<file path="src/design/assert_macros.svh">
// ----------------------------------------------------------------------------
// assertion macros
// shared concurrent assertion wrappers, empty when synthesizing
// ----------------------------------------------------------------------------
`ifndef ASSERT_MACROS_SVH
`define ASSERT_MACROS_SVH

`ifndef SYNTHESIS
// checked property, skipped while reset is high
`define ASSERT_CLK_RST(lbl, clk_s, rst_s, prop, msg) \
  lbl: assert property (@(posedge clk_s) disable iff (rst_s) prop) else $error(msg);
// checked property, also during reset
`define ASSERT_CLK(lbl, clk_s, prop, msg) \
  lbl: assert property (@(posedge clk_s) prop) else $error(msg);
`else
`define ASSERT_CLK_RST(lbl, clk_s, rst_s, prop, msg)
`define ASSERT_CLK(lbl, clk_s, prop, msg)
`endif

`endif

</file>
<file path="src/design/dvtu_pkg.sv">
// ----------------------------------------------------------------------------
// dvtu_pkg
// types and codes of the distance vector table update block
// ----------------------------------------------------------------------------
`timescale 1ns / 1ps

package dvtu_pkg;

  localparam int IdxW  = 5;
  localparam int CostW = 16;
  localparam int AddrW = 32;

  localparam logic [1:0] ACT_UNCHANGED = 2'd0;
  localparam logic [1:0] ACT_UPDATED   = 2'd1;
  localparam logic [1:0] ACT_INSERTED  = 2'd2;
  localparam logic [1:0] ACT_FULL      = 2'd3;

  typedef struct packed {
    logic [AddrW-1:0] adv_dest;
    logic [CostW-1:0] adv_cost;
    logic [AddrW-1:0] sender;
    logic [AddrW-1:0] arrival_interface;
    logic [CostW-1:0] link_cost;
  } adv_item_t;

  typedef struct packed {
    logic [1:0]       action;
    logic [IdxW-1:0]  entry_index;
    logic [CostW-1:0] result_cost;
    logic [AddrW-1:0] result_next_hop;
  } route_result_t;

  typedef struct packed {
    logic [AddrW-1:0] dest;
    logic [AddrW-1:0] next_hop;
    logic [AddrW-1:0] iface;
    logic [CostW-1:0] cost;
  } route_t;

endpackage

</file>
<file path="src/design/dvtu_route_mem.sv">
// ----------------------------------------------------------------------------
// dvtu_route_mem
// route table storage, one write and one registered read per cycle
// ----------------------------------------------------------------------------
`timescale 1ns / 1ps

module dvtu_route_mem
  import dvtu_pkg::*;
#(
  parameter int DEPTH = 32,
  parameter int AW    = 5
) (
  input  logic          clk,
  input  logic          we,
  input  logic [AW-1:0] waddr,
  input  route_t        wdata,
  input  logic          re,
  input  logic [AW-1:0] raddr,
  output route_t        rdata
);

  route_t mem [DEPTH];

  always_ff @(posedge clk) begin
    if (we) begin
      mem[waddr] <= wdata;
    end
    if (re) begin
      rdata <= mem[raddr];
    end
  end

endmodule

</file>
<file path="src/design/distance_vector_table_update.sv">
// ----------------------------------------------------------------------------
// distance_vector_table_update
// distance vector route table: relax one advertised entry per command
// ----------------------------------------------------------------------------
//
// channel   signals                 transfer
// --------  ----------------------  ------------------------------------
// command   start, busy, item       start high and busy low at clk edge
// result    done, result            done high for one cycle, no stall
// config    cfg_we, cfg_wdata       cfg_we high at clk edge
//
// from its transfer to the done strobe an item passes the saturated sum, a
// scan of the stored entries (skipped while the table is empty) and a
// final step that decides and writes back
// rst (synchronous) empties the table and sets the infinity limit to 999
// busy falls in the cycle that shows done, so a new command can transfer
// while the result is on the ports; the receiver cannot stall
// ----------------------------------------------------------------------------
`timescale 1ns / 1ps
`include "assert_macros.svh"

module distance_vector_table_update
  import dvtu_pkg::*;
#(
  parameter int TABLE_DEPTH = 32
) (
  input  logic              clk,
  input  logic              rst,
  input  logic              start,
  output logic              busy,
  input  adv_item_t         item,
  output logic              done,
  output route_result_t     result,
  input  logic              cfg_we,
  input  logic [CostW-1:0]  cfg_wdata
);

  localparam int AW = (TABLE_DEPTH > 1) ? $clog2(TABLE_DEPTH) : 1;
  localparam int CW = $clog2(TABLE_DEPTH + 1);
  localparam logic [CW-1:0] FullCount = CW'(TABLE_DEPTH);

  typedef enum logic [2:0] {
    ST_IDLE,
    ST_CALC,
    ST_SCAN,
    ST_MATCH,
    ST_APPEND
  } state_t;

  state_t           state;
  adv_item_t        req;
  logic [CostW-1:0] cand;
  logic [AW-1:0]    scan_idx;
  logic [CW-1:0]    count;
  logic [CostW-1:0] inf_limit;

  // memory controls
  logic          mem_we;
  logic [AW-1:0] mem_waddr;
  route_t        mem_wdata;
  logic          mem_re;
  logic [AW-1:0] mem_raddr;
  route_t        mem_rdata;

  logic [CostW:0] sum;
  logic [CW-1:0]  scan_next;
  logic           hit;
  logic           last;
  logic           fire;
  logic           changed;

  // configuration register
  always_ff @(posedge clk) begin
    if (rst) begin
      inf_limit <= CostW'(999);
    end else if (cfg_we) begin
      inf_limit <= cfg_wdata;
    end
  end

  // candidate cost, saturated at infinity
  assign sum = {1'b0, req.adv_cost} + {1'b0, req.link_cost};

  // scan compare against the entry read last cycle
  assign scan_next = CW'(scan_idx) + CW'(1);
  assign hit       = (mem_rdata.dest == req.adv_dest);
  assign last      = (scan_next == count);

  // relaxation rule for a matched route
  assign fire    = (mem_rdata.next_hop == req.sender) || (mem_rdata.cost > cand);
  assign changed = fire && ((mem_rdata.cost != cand) || (mem_rdata.next_hop != req.sender));

  assign busy = (state != ST_IDLE);

  always_comb begin
    mem_re    = 1'b0;
    mem_raddr = '0;
    mem_we    = 1'b0;
    mem_waddr = scan_idx;
    mem_wdata = mem_rdata;
    case (state)
      ST_CALC: begin
        mem_re    = (count != '0);
        mem_raddr = '0;
      end
      ST_SCAN: begin
        // fetch the next entry unless this one ends the scan
        mem_re    = !hit && !last;
        mem_raddr = AW'(scan_next);
      end
      ST_MATCH: begin
        // rewrite cost and next hop, keep dest and interface
        mem_we             = changed;
        mem_waddr          = scan_idx;
        mem_wdata          = mem_rdata;
        mem_wdata.cost     = cand;
        mem_wdata.next_hop = req.sender;
      end
      ST_APPEND: begin
        mem_we             = (count != FullCount);
        mem_waddr          = AW'(count);
        mem_wdata.dest     = req.adv_dest;
        mem_wdata.next_hop = req.sender;
        mem_wdata.iface    = req.arrival_interface;
        mem_wdata.cost     = cand;
      end
      default: begin
      end
    endcase
  end

  // sequencer, result register
  always_ff @(posedge clk) begin
    if (rst) begin
      state <= ST_IDLE;
      count <= '0;
      done  <= 1'b0;
    end else begin
      case (state)
        ST_IDLE: begin
          done <= 1'b0;
          if (start) begin
            req   <= item;
            state <= ST_CALC;
          end
        end
        ST_CALC: begin
          done     <= 1'b0;
          cand     <= (sum > {1'b0, inf_limit}) ? inf_limit : sum[CostW-1:0];
          scan_idx <= '0;
          state    <= (count == '0) ? ST_APPEND : ST_SCAN;
        end
        ST_SCAN: begin
          done <= 1'b0;
          if (hit) begin
            state <= ST_MATCH;
          end else if (last) begin
            state <= ST_APPEND;
          end else begin
            scan_idx <= AW'(scan_next);
          end
        end
        ST_MATCH: begin
          done               <= 1'b1;
          result.entry_index <= IdxW'(scan_idx);
          if (changed) begin
            result.action          <= ACT_UPDATED;
            result.result_cost     <= cand;
            result.result_next_hop <= req.sender;
          end else begin
            result.action          <= ACT_UNCHANGED;
            result.result_cost     <= mem_rdata.cost;
            result.result_next_hop <= mem_rdata.next_hop;
          end
          state <= ST_IDLE;
        end
        ST_APPEND: begin
          done <= 1'b1;
          if (count == FullCount) begin
            // table full, nothing stored
            result.action          <= ACT_FULL;
            result.entry_index     <= '0;
            result.result_cost     <= '0;
            result.result_next_hop <= '0;
          end else begin
            result.action          <= ACT_INSERTED;
            result.entry_index     <= IdxW'(count);
            result.result_cost     <= cand;
            result.result_next_hop <= req.sender;
            count                  <= count + CW'(1);
          end
          state <= ST_IDLE;
        end
        default: begin
          done  <= 1'b0;
          state <= ST_IDLE;
        end
      endcase
    end
  end

  dvtu_route_mem #(
    .DEPTH (TABLE_DEPTH),
    .AW    (AW)
  ) u_mem (
    .clk   (clk),
    .we    (mem_we),
    .waddr (mem_waddr),
    .wdata (mem_wdata),
    .re    (mem_re),
    .raddr (mem_raddr),
    .rdata (mem_rdata)
  );

  // checks
  `ASSERT_CLK_RST(a_done_after_work, clk, rst, done |-> $past(busy), "result without work")
  `ASSERT_CLK_RST(a_cmd_takes_busy, clk, rst, (start && !busy) |=> busy, "command not taken")
  `ASSERT_CLK_RST(a_count_bound, clk, rst, count <= FullCount, "entry count above depth")
  `ASSERT_CLK_RST(a_insert_counts, clk, rst, (done && result.action == ACT_INSERTED) |-> (count == $past(count) + CW'(1)), "insert without count step")
  `ASSERT_CLK_RST(a_full_only_full, clk, rst, (done && result.action == ACT_FULL) |-> (count == FullCount), "drop with free slot")

endmodule

</file>
<file path="config.mk">
export PLATFORM = sky130hd
export DESIGN_NAME = distance_vector_table_update
export DESIGN_NICKNAME = d
export VERILOG_FILES = /design/src/design/dvtu_pkg.sv /design/src/design/dvtu_route_mem.sv /design/src/design/distance_vector_table_update.sv
export VERILOG_INCLUDE_DIRS = /design/src /design/src/design
export SDC_FILE = /design/constraint.sdc
export NUM_CORES = 2
export LEC_CHECK = 0
export BUFFER_PORTS_ARGS = -buffer_cell sky130_fd_sc_hd__buf_2
export CORE_ASPECT_RATIO = 0.5
export CORE_MARGIN = 3
export CORE_UTILIZATION = 25
export DETAILED_ROUTE_END_ITERATION = 8
export HOLD_SLACK_MARGIN = 0.08
export PLACE_DENSITY_LB_ADDON = 0.1
export SLEW_MARGIN = 30
export SYNTH_ARGS = -nofsm -noshare
export SYNTH_HDL_FRONTEND = slang
export SYNTH_SLANG_ARGS = --single-unit
</file>
<file path="constraint.sdc">
create_clock -name clk -period 8.8 [get_ports clk]
set_input_delay 2.64 -clock clk [delete_from_list [all_inputs] [get_ports clk]]
set_output_delay 2.64 -clock clk [all_outputs]
set_load 0.05 [all_outputs]
</file>
==> qor.csv <==
stage,metric,value,unit
run_status,outcome,completed,
timing,worst_pin_slew,1.04,ns
global_route,grt_use_total,16.7,%
synth,synth_warnings,0,
die,row_count,172,
final_layout,drive_gt1_share,13.8,%
timing,tns,0,ns
timing,worst_slack,3.01,ns
synth,ys_seq_elements,2838,
die,die_h,478,um
timing,slew_violations,0,
synth,synth_area_leaders,"edfxtp_1, nand2_1, nand3_1",
drt,drt_iter0_markers,5964,
clocking,cts.sinks,2838,
die,die_w,949,um
global_route,grt_overflow,0,
final_layout,final_nets,7618,
final_layout,utilization,29.3,%
clocking,htreeDepth,5,
synth,synth-edff-count,2812,
placed_design,place_congestion,0.700,
clocking,clockRootBuffer,clkbuf_16,
critical_path,crit_top_cell,buf_4,
synth,syn-cell-area,111000,um2
die,start_util,25.2,%
worst_hold_path,hold_class,reg2reg,
timing,min_period,5.79,ns
global_route,grt_pass1_wl,540000,um
power_and_ir_drop,max-vdd-ir-drop,139,uV
synth,ys_types,61,
clocking,cts_made_buffers,298,
timing,max_freq,0.173,GHz
clocking,hold_buffers,0,
synth,yosys-top-cells-count,"edfxtp_1, nand2_1, nand3_1, clkbuf_1, o221ai_1",
synth,synthCells,7249,
power_and_ir_drop,p_leak,40.9,nW
placed_design,post-place-ws,3.18,ns
clocking,insertion_delay,0.91,ns
timing,max_slew_margin,31.0,%
drt,dr.pass1.iters,5,
synth,synth_top_area_cell,edfxtp_1,
drt,wl_per_cell,28.9,um
synth,syn_area_per_cell,15.3,um2
timing,finalCritPeriodShare,65.8,%
critical_path,slowest_stage,buf_4,
placed_design,dp_hpwl,194000,um
clocking,ctsResizeCount,0,
die,die_area,453000,um2
critical_path,worstRegToRegCells,10,
drt,drc,0,
critical_path,cp.arrival,6.31,ns
synth,yosysMostFrequentCell,edfxtp_1,
timing,setup_viol,0,
timing,hold_viol,0,
global_route,antenna_found_initial,15,
synth,ys_async_sr_fraction,0,%
die,core-area,441000,um2
timing,clock_skew,0.0763,ns
critical_path,endpoint_kind,flop,
clocking,cts_buffer_depth,4,
placed_design,port_buffers,172,
global_route,grt_pass1_vias,65070,
job,cap_violations,0,
clocking,cts_tree,built,
drt,vias,65644,
drt,antenna_left,0,
final_layout,fill_cells,43956,
clocking,post-cts-setup-buffers,0,
critical_path,max_stage_delay,0.81,ns
drt,vias_per_cell,4.84,
global_route,grt_max_degree,128,
synth,seq_area_frac_synth,76.4,%
drt,finalWirelength,392000,um
synth,synth_top_area_share,76.0,%
die,ios,205,
worst_hold_path,hold_depth,2,
power_and_ir_drop,finalPower,28.4,mW
critical_path,cp.required,9.31,ns
synth,synth_ff_type,edfxtp_1,
critical_path,worstSetupPathType,reg2reg,
critical_path,crit_fanout,32,
power_and_ir_drop,p_per_area,220,nW/um2
critical_path,critPathLaunchType,flop,
final_layout,areaGrowthSynthToFinish,16.3,%
clocking,clk_pin_slew_worst_paths,0.06,ns
critical_path,path_cells,xnor2_1 > nand4_1 > nor4_1 > nand2_1 > nand4_1 > a31oi_4 > buf_4 > nor3_2 > buf_4 > buf_4,
timing,rsz0062_at_grt,false,
synth,syn-num-nets,7449,
## per-stage QoR
stage / hold WS [ns] / std cells / cell area [um2]
CTS: 0.509 / 13560 / 129000
detailed placement: 0.496 / 13033 / 120000
global placement: 0.494 / 13027 / 120000
global route: 0.535 / 13563 / 129000
floorplan: 0.466 / 7249 / 111000
finish: 0.503 / 13567 / 129000
## critical path, delay by kind of cell (launching register included)
family                    cells  cell delay [ns]
AOI/OAI and AO/OA             1             0.14
xor gates and xnor gates      1             0.68
buffers and inverters         3             1.63
DFF                           1             0.44
and+or+nand+nor               5             2.38
## layout by cell type (no fill, tap or decap), types with 44 or more instances in the layout
master,n
clkinv_2,45
inv_1,45
a22o_1,50
mux2i_1,63
ha_1,51
o21ai_1,82
a32o_1,80
a31oi_1,85
o221ai_1,318
a221oi_1,80
mux4_2,112
buf_4,154
clkinv_1,67
edfxtp_1,2812
clkbuf_1,57
buf_2,175
o22ai_1,99
a311oi_1,81
and3_1,83
xnor2_1,44
mux2_2,63
clkbuf_16,307
nand2_1,1377
o21ai_0,143
nand3_1,756
## flip-flops by register name (all words and copies together), names as in the netlist
| register | count |
|---|---|
| scan_idx | 5 |
| inf_limit | 16 |
| count | 6 |
| cand | 16 |
| u_mem.mem | 2560 |
| req | 96 |
| state | 3 |
| result | 55 |
| u_mem.rdata | 80 |
| done | 1 |
## area by class of cell
class                   count  area [um2]  share of cell area (%)
diodes                      6        15.0                  0.0116
clock buffers             367        7940                    6.14
clock inverters           160        1530                    1.18
inverters                  50         210                   0.163
multi-input cells        3851       24200                    18.7
flip-flops and latches   2838       85000                    65.7
well taps                5916        7400                    5.73
repair buffers            379        3000                    2.32
## where the power goes
part | total, mW | switching, mW | internal, mW
sequential | 14.9 | 0.0426 | 14.9
combinational | 0.734 | 0.535 | 0.199
clock | 12.8 | 5.52 | 7.24
## final timing paths
| kind | startpoint | end | slack [ns] |
|---|---|---|---|
| setup reg to reg | u_mem.rdata[78] | u_mem.mem[25][84] | 3.01 |
| setup / recovery | u_mem.rdata[78] | u_mem.mem[25][84] | 3.01 |
| hold / removal | inf_limit[7] | inf_limit[7] | 0.50 |
| hold reg to reg | inf_limit[7] | inf_limit[7] | 0.50 |
## metal layers
| layer | vias to the layer above | GRT usage (%) | wire length, um |
|---|---|---|---|
| li1 | 28734 | - | - |
| met1 | 35140 | 25.1 | 192000 |
| met2 | 1366 | 26.2 | 178000 |
| met3 | 400 | 1.90 | 15300 |
| met4 | 4 | 2.79 | 6350 |
| met5 | - | 0 | 27 |
## kinds of logic after synthesis
group	Yosys count	share of synthesized area [%]
compound gates	1081	7.31
xor+xnor	88	0.700
flops	2838	76.4
buf+inv	560	2.15
fa+ha+maj	52	0.592
mux	238	3.47
simple gates	2392	9.34
Power figures use the tool's default switching activity.
